==> src/hw/rtl/cdq_pkg.sv <==
// Shared types and codes for the circular deque.
package cdq_pkg;

    localparam int WORD_W = 32;
    localparam int CAP_W  = 5;

    localparam logic [CAP_W-1:0] CAP_RESET = 5'd16;

    // Request codes
    localparam logic [1:0] MODE_ADD_FRONT = 2'd0;
    localparam logic [1:0] MODE_ADD_REAR  = 2'd1;
    localparam logic [1:0] MODE_REM_FRONT = 2'd2;
    localparam logic [1:0] MODE_REM_REAR  = 2'd3;

    // Result status codes
    localparam logic [1:0] STAT_DONE   = 2'd0;
    localparam logic [1:0] STAT_FULL   = 2'd1;
    localparam logic [1:0] STAT_EMPTY  = 2'd2;
    localparam logic [1:0] STAT_DENIED = 2'd3;

    // Restriction kinds
    localparam logic RESTR_OUTPUT = 1'b0;
    localparam logic RESTR_INPUT  = 1'b1;

    // Register indexes
    localparam logic REG_CAPACITY    = 1'b0;
    localparam logic REG_RESTRICTION = 1'b1;

    typedef enum logic [1:0] {
        S_IDLE,
        S_WALK,
        S_OUT
    } t_state;

    typedef struct packed {
        logic              wr_en;
        logic [WORD_W-1:0] wdata;
    } t_cell_ctl;

endpackage

==> src/hw/rtl/cdq_cell.sv <==
// One storage cell of the deque row: holds a slot and forwards the read word.
module cdq_cell #(
    parameter int SLOT_W   = 4,
    parameter int SLOT_IDX = 0
) (
    input  logic                        i_clk,
    input  cdq_pkg::t_cell_ctl          i_ctl,
    input  logic [SLOT_W-1:0]           i_wr_slot,
    input  logic [SLOT_W-1:0]           i_rd_slot,
    input  logic [cdq_pkg::WORD_W-1:0]  i_pass,
    output logic [cdq_pkg::WORD_W-1:0]  o_pass
);
    import cdq_pkg::*;

    localparam logic [SLOT_W-1:0] MY_SLOT = SLOT_W'(SLOT_IDX);

    logic [WORD_W-1:0] r_word;
    logic [WORD_W-1:0] r_pass;

    always_ff @(posedge i_clk) begin
        if (i_ctl.wr_en && (i_wr_slot == MY_SLOT)) begin
            r_word <= i_ctl.wdata;
        end
        // take own word when addressed, else advance the neighbor's
        r_pass <= (i_rd_slot == MY_SLOT) ? r_word : i_pass;
    end

    assign o_pass = r_pass;

endmodule

==> src/hw/rtl/cdq_ctrl.sv <==
// Deque control: head and tail indices, request decode, sequencing and result register.
module cdq_ctrl #(
    parameter int DEPTH  = 16,
    parameter int SLOT_W = 4
) (
    input  logic                              i_clk,
    input  logic                              i_rst_n,
    input  logic                              i_valid,
    output logic                              o_ready,
    input  logic [1:0]                        i_mode,
    input  logic signed [cdq_pkg::WORD_W-1:0] i_value,
    output logic                              o_valid,
    input  logic                              i_ready,
    output logic signed [cdq_pkg::WORD_W-1:0] o_removed_value,
    output logic [1:0]                        o_status,
    input  logic [cdq_pkg::CAP_W-1:0]         i_capacity,
    input  logic                              i_restriction,
    input  logic [cdq_pkg::WORD_W-1:0]        i_pass_last,
    output cdq_pkg::t_cell_ctl                o_cell_ctl,
    output logic [SLOT_W-1:0]                 o_wr_slot,
    output logic [SLOT_W-1:0]                 o_rd_slot
);
    import cdq_pkg::*;

    localparam int CMP_W = ((SLOT_W > CAP_W) ? SLOT_W : CAP_W) + 1;
    localparam logic [CMP_W-1:0]  DEPTH_C   = CMP_W'(DEPTH);
    localparam logic [SLOT_W-1:0] WALK_LAST = SLOT_W'(DEPTH - 1);

    t_state            r_state, n_state;
    logic [SLOT_W-1:0] r_head, n_head;
    logic [SLOT_W-1:0] r_tail, n_tail;
    logic              r_empty, n_empty;
    logic [SLOT_W-1:0] r_rd_slot, n_rd_slot;
    logic [SLOT_W-1:0] r_cnt, n_cnt;
    logic [1:0]        r_status, n_status;
    logic              r_take, n_take;

    logic [CMP_W-1:0]  cap_ext;
    logic [CMP_W-1:0]  cap_eff;
    logic              accept;
    logic              denied;
    logic              full;
    logic              wr_en;
    logic [SLOT_W-1:0] wr_slot;

    function automatic logic [SLOT_W-1:0] step_up(input logic [SLOT_W-1:0] idx,
                                                   input logic [CMP_W-1:0]  cap);
        logic [CMP_W-1:0] nxt;
        nxt = CMP_W'(idx) + CMP_W'(1);
        return (nxt >= cap) ? '0 : nxt[SLOT_W-1:0];
    endfunction

    function automatic logic [SLOT_W-1:0] step_down(input logic [SLOT_W-1:0] idx,
                                                     input logic [CMP_W-1:0]  cap);
        logic [CMP_W-1:0] top;
        top = cap - CMP_W'(1);
        return (idx == '0) ? top[SLOT_W-1:0] : idx - SLOT_W'(1);
    endfunction

    // clamp capacity into 1..DEPTH
    always_comb begin
        cap_ext = CMP_W'(i_capacity);
        if (i_capacity == '0) begin
            cap_eff = CMP_W'(1);
        end else if (cap_ext > DEPTH_C) begin
            cap_eff = DEPTH_C;
        end else begin
            cap_eff = cap_ext;
        end
    end

    assign accept = i_valid && (r_state == S_IDLE);
    assign denied = ((i_mode == MODE_ADD_FRONT) && (i_restriction == RESTR_INPUT)) ||
                    ((i_mode == MODE_REM_REAR) && (i_restriction == RESTR_OUTPUT));
    assign full   = !r_empty && (step_up(r_tail, cap_eff) == r_head);

    // request decode and index update
    always_comb begin
        n_head    = r_head;
        n_tail    = r_tail;
        n_empty   = r_empty;
        n_rd_slot = r_rd_slot;
        n_status  = r_status;
        n_take    = r_take;
        n_cnt     = r_cnt;
        wr_en     = 1'b0;
        wr_slot   = '0;
        if (accept) begin
            n_status = STAT_DONE;
            n_take   = 1'b0;
            if (denied) begin
                n_status = STAT_DENIED;
            end else if ((i_mode == MODE_ADD_FRONT) || (i_mode == MODE_ADD_REAR)) begin
                if (full) begin
                    n_status = STAT_FULL;
                end else if (r_empty) begin
                    n_head  = '0;
                    n_tail  = '0;
                    n_empty = 1'b0;
                    wr_en   = 1'b1;
                end else if (i_mode == MODE_ADD_FRONT) begin
                    n_head  = step_down(r_head, cap_eff);
                    wr_en   = 1'b1;
                    wr_slot = n_head;
                end else begin
                    n_tail  = step_up(r_tail, cap_eff);
                    wr_en   = 1'b1;
                    wr_slot = n_tail;
                end
            end else begin
                if (r_empty) begin
                    n_status = STAT_EMPTY;
                end else begin
                    n_take    = 1'b1;
                    n_cnt     = WALK_LAST;
                    n_rd_slot = (i_mode == MODE_REM_FRONT) ? r_head : r_tail;
                    if (r_head == r_tail) begin
                        n_head  = '0;
                        n_tail  = '0;
                        n_empty = 1'b1;
                    end else if (i_mode == MODE_REM_FRONT) begin
                        n_head = step_up(r_head, cap_eff);
                    end else begin
                        n_tail = step_down(r_tail, cap_eff);
                    end
                end
            end
        end else if ((r_state == S_WALK) && (r_cnt != '0)) begin
            n_cnt = r_cnt - SLOT_W'(1);
        end
    end

    // next state
    always_comb begin
        n_state = r_state;
        case (r_state)
            S_IDLE: begin
                if (accept) begin
                    n_state = n_take ? S_WALK : S_OUT;
                end
            end
            S_WALK: begin
                if (r_cnt == '0) begin
                    n_state = S_OUT;
                end
            end
            S_OUT: begin
                if (i_ready) begin
                    n_state = S_IDLE;
                end
            end
            default: n_state = S_IDLE;
        endcase
    end

    // outputs
    always_comb begin
        o_ready          = (r_state == S_IDLE);
        o_valid          = (r_state == S_OUT);
        o_status         = r_status;
        o_removed_value  = r_take ? $signed(i_pass_last) : '0;
        o_cell_ctl.wr_en = wr_en;
        o_cell_ctl.wdata = i_value;
        o_wr_slot        = wr_slot;
        o_rd_slot        = r_rd_slot;
    end

    always_ff @(posedge i_clk) begin
        if (!i_rst_n) begin
            r_state  <= S_IDLE;
            r_head   <= '0;
            r_tail   <= '0;
            r_empty  <= 1'b1;
            r_cnt    <= '0;
            r_take   <= 1'b0;
            r_status <= STAT_DONE;
        end else begin
            r_state  <= n_state;
            r_head   <= n_head;
            r_tail   <= n_tail;
            r_empty  <= n_empty;
            r_cnt    <= n_cnt;
            r_take   <= n_take;
            r_status <= n_status;
        end
    end

    always_ff @(posedge i_clk) begin
        r_rd_slot <= n_rd_slot;
    end

endmodule

==> src/hw/rtl/circular_deque.sv <==
// Top level of the circular deque: register port, control and the row of storage cells.
// Timing: an add, a refused request or a removal on an empty queue gives its result
//   in the cycle after acceptance; a successful removal gives it only after the read walk
//   through the cell row, one cell per cycle.
// Throughput: one word in flight; the next is accepted the cycle after the result is taken.
// Reset: indices zero, queue empty, capacity 16, output-restricted; stored words kept.
module circular_deque #(
    parameter int DEPTH = 16
) (
    input  logic                              i_clk,
    input  logic                              i_rst_n,
    input  logic                              i_valid,
    output logic                              o_ready,
    input  logic [1:0]                        i_mode,
    input  logic signed [cdq_pkg::WORD_W-1:0] i_value,
    output logic                              o_valid,
    input  logic                              i_ready,
    output logic signed [cdq_pkg::WORD_W-1:0] o_removed_value,
    output logic [1:0]                        o_status,
    input  logic                              psel,
    input  logic                              penable,
    input  logic                              pwrite,
    input  logic [2:0]                        paddr,
    input  logic [31:0]                       pwdata,
    output logic [31:0]                       prdata,
    output logic                              pready
);
    import cdq_pkg::*;

    localparam int SLOT_W = $clog2(DEPTH);

    logic [CAP_W-1:0]  r_capacity;
    logic              r_restriction;
    logic              cfg_wr;
    logic              reg_idx;

    t_cell_ctl         cell_ctl;
    logic [SLOT_W-1:0] wr_slot;
    logic [SLOT_W-1:0] rd_slot;
    logic [WORD_W-1:0] w_pass [DEPTH+1];

    assign pready  = 1'b1;
    assign reg_idx = paddr[2];
    assign cfg_wr  = psel && penable && pwrite && pready;

    always_ff @(posedge i_clk) begin
        if (!i_rst_n) begin
            r_capacity    <= CAP_RESET;
            r_restriction <= RESTR_OUTPUT;
        end else if (cfg_wr) begin
            if (reg_idx == REG_CAPACITY) begin
                r_capacity <= pwdata[CAP_W-1:0];
            end else begin
                r_restriction <= pwdata[0];
            end
        end
    end

    always_comb begin
        case (reg_idx)
            REG_CAPACITY:    prdata = {{(32-CAP_W){1'b0}}, r_capacity};
            REG_RESTRICTION: prdata = {31'b0, r_restriction};
            default:         prdata = '0;
        endcase
    end

    cdq_ctrl #(
        .DEPTH  (DEPTH),
        .SLOT_W (SLOT_W)
    ) u_ctrl (
        .i_clk           (i_clk),
        .i_rst_n         (i_rst_n),
        .i_valid         (i_valid),
        .o_ready         (o_ready),
        .i_mode          (i_mode),
        .i_value         (i_value),
        .o_valid         (o_valid),
        .i_ready         (i_ready),
        .o_removed_value (o_removed_value),
        .o_status        (o_status),
        .i_capacity      (r_capacity),
        .i_restriction   (r_restriction),
        .i_pass_last     (w_pass[DEPTH]),
        .o_cell_ctl      (cell_ctl),
        .o_wr_slot       (wr_slot),
        .o_rd_slot       (rd_slot)
    );

    assign w_pass[0] = '0;

    for (genvar g = 0; g < DEPTH; g++) begin : g_cell
        cdq_cell #(
            .SLOT_W   (SLOT_W),
            .SLOT_IDX (g)
        ) u_cell (
            .i_clk     (i_clk),
            .i_ctl     (cell_ctl),
            .i_wr_slot (wr_slot),
            .i_rd_slot (rd_slot),
            .i_pass    (w_pass[g]),
            .o_pass    (w_pass[g+1])
        );
    end

endmodule

==> config.mk <==
export PLATFORM = sky130hd
export DESIGN_NAME = circular_deque
export DESIGN_NICKNAME = d
export VERILOG_FILES = /design/src/hw/rtl/cdq_pkg.sv /design/src/hw/rtl/cdq_cell.sv /design/src/hw/rtl/cdq_ctrl.sv /design/src/hw/rtl/circular_deque.sv
export SDC_FILE = /design/constraint.sdc
export NUM_CORES = 1
export LEC_CHECK = 0
export BUFFER_PORTS_ARGS = -buffer_cell sky130_fd_sc_hd__buf_4
export CAP_MARGIN = 25
export CORE_MARGIN = 4
export CORE_UTILIZATION = 50
export CTS_CLUSTER_DIAMETER = 100
export DETAILED_ROUTE_END_ITERATION = 8
export PLACE_DENSITY = 0.72
export SLEW_MARGIN = 20
export SYNTH_ARGS = -nofsm -noshare
export SYNTH_HDL_FRONTEND = slang
export SYNTH_HIERARCHICAL = 1
export SYNTH_SLANG_ARGS = --single-unit
==> constraint.sdc <==
create_clock -name i_clk -period 16 [get_ports i_clk]
set_input_delay 1.6 -clock i_clk [delete_from_list [all_inputs] [get_ports i_clk]]
set_output_delay 1.6 -clock i_clk [all_outputs]
set_load 0.02 [all_outputs]
==> metrics <==
dpl hpwl=around 35 mm; VDD IR max=between 80 and 90 uV; final core occ=between 50% and 60%; die height=approximately 280 um; final antenna diode count=0; Syn Inst Count=slightly above 2000; initial antenna violation count=1; total power=roughly 0.0054 W; min setup slack post-route=~11 ns; Total GRT Usage=13.5%; worst min-delay path class=flip-flop to flip-flop; ranking of synthesized cells by area=edfxtp_1 (42%), dfxtp_1 (29%), mux2_4 (13%); Worst-Margin Slew=about 0.99 ns; Clock Pin Slew Worst Setup and Hold Paths=approximately 0.060 ns; synth warn=6; WL/cell=~17 um; post-synthesis cell area=roughly 0.037 mm2; ys async rst share=0%; Post-synth EDFFs=between 500 and 600; relative slew slack=about 34%; sequential cell area=0.0262 mm2; Required @ worst endpoint=16.24 ns; Fillers=roughly 5400; CP arrival=roughly 5.4 ns; IO Count=between 100 and 150; Vias=about 16000; number of global-route vias before repair=between 15000 and 20000; FMAX=approximately 190 MHz; commonest cells after routing, fill and taps aside=dfxtp_1 (536), edfxtp_1 (516), mux2_4 (330); most common cell after layout, fill and taps aside=dfxtp_1; IO Port Bufs=slightly below 90; post-synth cell types=76; crit path max fanout=32; DRT Pass-1 Iters=5; Final GP Congestion=roughly 0.75; htree depth=3; minimum clock period=roughly 5.2 ns; first-pass GRT wire length=around 86 mm; Seq cells post-synth=about 1100; die outline area=approximately 0.078 mm2; clk_lat worst skew=between 0.6 and 0.7 ns; multi-input logic area=roughly 0.0097 mm2; Worst Skew=~0.017 ns; Longest Clk Path Bufs=3; grt total ovfl=0; CTS Hold Bufs=0; Synth top area share=a little over two fifths; Max-Cap Viols=0; Initial Util=between 50 and 60%; die width=approximately 280 um; Post-synth top flop=dfxtp_1; layout cells sized above 1=a little under two fifths; row cnt=99; area grow syn2layout=12.1%; post-route ant nets=0; critical path capture point type=flip-flop; Mean Syn Cell Area=about 18 um2; critical path class=flip-flop to flip-flop; PwrDens=130 mW/mm2; # setup viols final=0; largest net degree at the start of global routing=33; Final Hold Viols=0; Pins Over Slew Limit=0; root buffer cell=clkbuf_16; crit path launch type=flip-flop; CORE AREA=0.0730 mm2; CTS buffer count=99; status=finished, final reports clean; clk sinks=between 1000 and 1500; final hold slack=roughly 0.43 ns; RSZ-0062 raised after global routing=no; CTS tree=built; WL final=roughly 53 mm; initial detailed-routing violation count=roughly 700; TNS Setup=0 ns; Post-CTS Setup Bufs=0; post-CTS sizing=0; sequential area share after synthesis=between 70% and 80%; DP Worst Slack=about 11 ns; drt drc=0; Final nets=~2200; Pleak=between 15 and 20 nW; Tcrit/Tclk final=between 30% and 40%; mean number of vias per cell=between 4 and 5; post-synth top area cell=edfxtp_1
==> cell type report <==
| type | instances | area share (%) |
|---|---|---|
| flip-flops and latches | 1052 | 63.5 |
| multi-input cells | 872 | 23.4 |
| clock buffers | 144 | 6.98 |
| well taps | 959 | 2.91 |
| repair buffers | 114 | 2.13 |
| clock inverters | 41 | 0.933 |
| inverters | 16 | 0.145 |
==> metrics by stage <==
stage | cell area (um2) | std cells
after detailed placement | 38000 | 3011
after global placement | 38000 | 3011
final | 41300 | 3198
after floorplan | 37100 | 2073
after CTS | 41300 | 3196
after global routing | 41300 | 3198
==> layer usage <==
| layer | vias to the layer above | GRT usage (%) | wire (um) |
|---|---|---|---|
| met5 | - | 0 | 0 |
| met4 | 0 | 4.35 | 1070 |
| met3 | 87 | 2.32 | 1990 |
| met2 | 245 | 24.3 | 27100 |
| met1 | 7732 | 16.7 | 23000 |
| li1 | 7522 | - | - |
==> synth_stat cells, drive strengths merged, types with 8 or more instances <==
cell type,number
clkbuf,8
edfxtp,516
nand4b,9
and2,36
nor4,8
mux2,514
nor4bb,8
nor2,37
inv,16
dfxtp,536
buf,124
nand2b,8
a21oi,27
mux2i,8
xor2,8
ha,14
nor3,9
o21ai,23
nand2,28
==> final timing paths <==
kind,from,to,slack [ns],cells after the start
max,u_ctrl/r_tail[0]$_SDFFE_PN0P_,g_cell[13].u_cell/r_word[31]$_DFFE_PP_,10.82,12
min reg2reg,g_cell[0].u_cell/o_pass[5]$_DFF_P_,g_cell[1].u_cell/o_pass[5]$_DFF_P_,0.43,1
max reg2reg,u_ctrl/r_tail[0]$_SDFFE_PN0P_,g_cell[13].u_cell/r_word[31]$_DFFE_PP_,10.82,12
min,g_cell[0].u_cell/o_pass[5]$_DFF_P_,g_cell[1].u_cell/o_pass[5]$_DFF_P_,0.43,1
==> flip-flops by register name, summed over array words and instances, names as in the netlist <==
| register | flops |
|---|---|
| g_cell.u_cell/o_pass | 512 |
| g_cell.u_cell/r_word | 512 |
| r_capacity | 5 |
| r_restriction | 1 |
| u_ctrl/o_rd_slot | 4 |
| u_ctrl/o_status | 2 |
| u_ctrl/r_cnt | 4 |
| u_ctrl/r_empty | 1 |
| u_ctrl/r_head | 4 |
| u_ctrl/r_state | 2 |
| u_ctrl/r_tail | 4 |
| u_ctrl/r_take | 1 |
==> worst max-delay path, cell delays in order, from the launching register on <==
cell      delay (ns)
dfxtp_1         0.57
inv_1           0.21
ha_1            0.43
ha_1            0.37
a211oi_4        0.30
o221a_2         0.30
a21oi_2         0.08
o211ai_4        0.26
nor2_1          0.16
nor3_1          0.21
o21a_1          0.76
nand4_1         0.27
nor2_4          0.82
==> where the power goes <==
part           internal [W]  switching (W)  total (W)
clock               0.00132       0.000946    0.00227
sequential          0.00289      0.0000206    0.00291
combinational     0.0000911      0.0000802   0.000171
==> logic make-up after synthesis <==
group,Yosys count,synth area share (%)
flops,1052,71.2
mux,522,19.3
simple gates,185,3.43
buf+inv,149,3.78
compound gates,79,1.52
fa+ha+maj,15,0.506
xor+xnor,11,0.282
other cells,2,0.0204
Note: power is estimated with default switching activity, not from simulation.
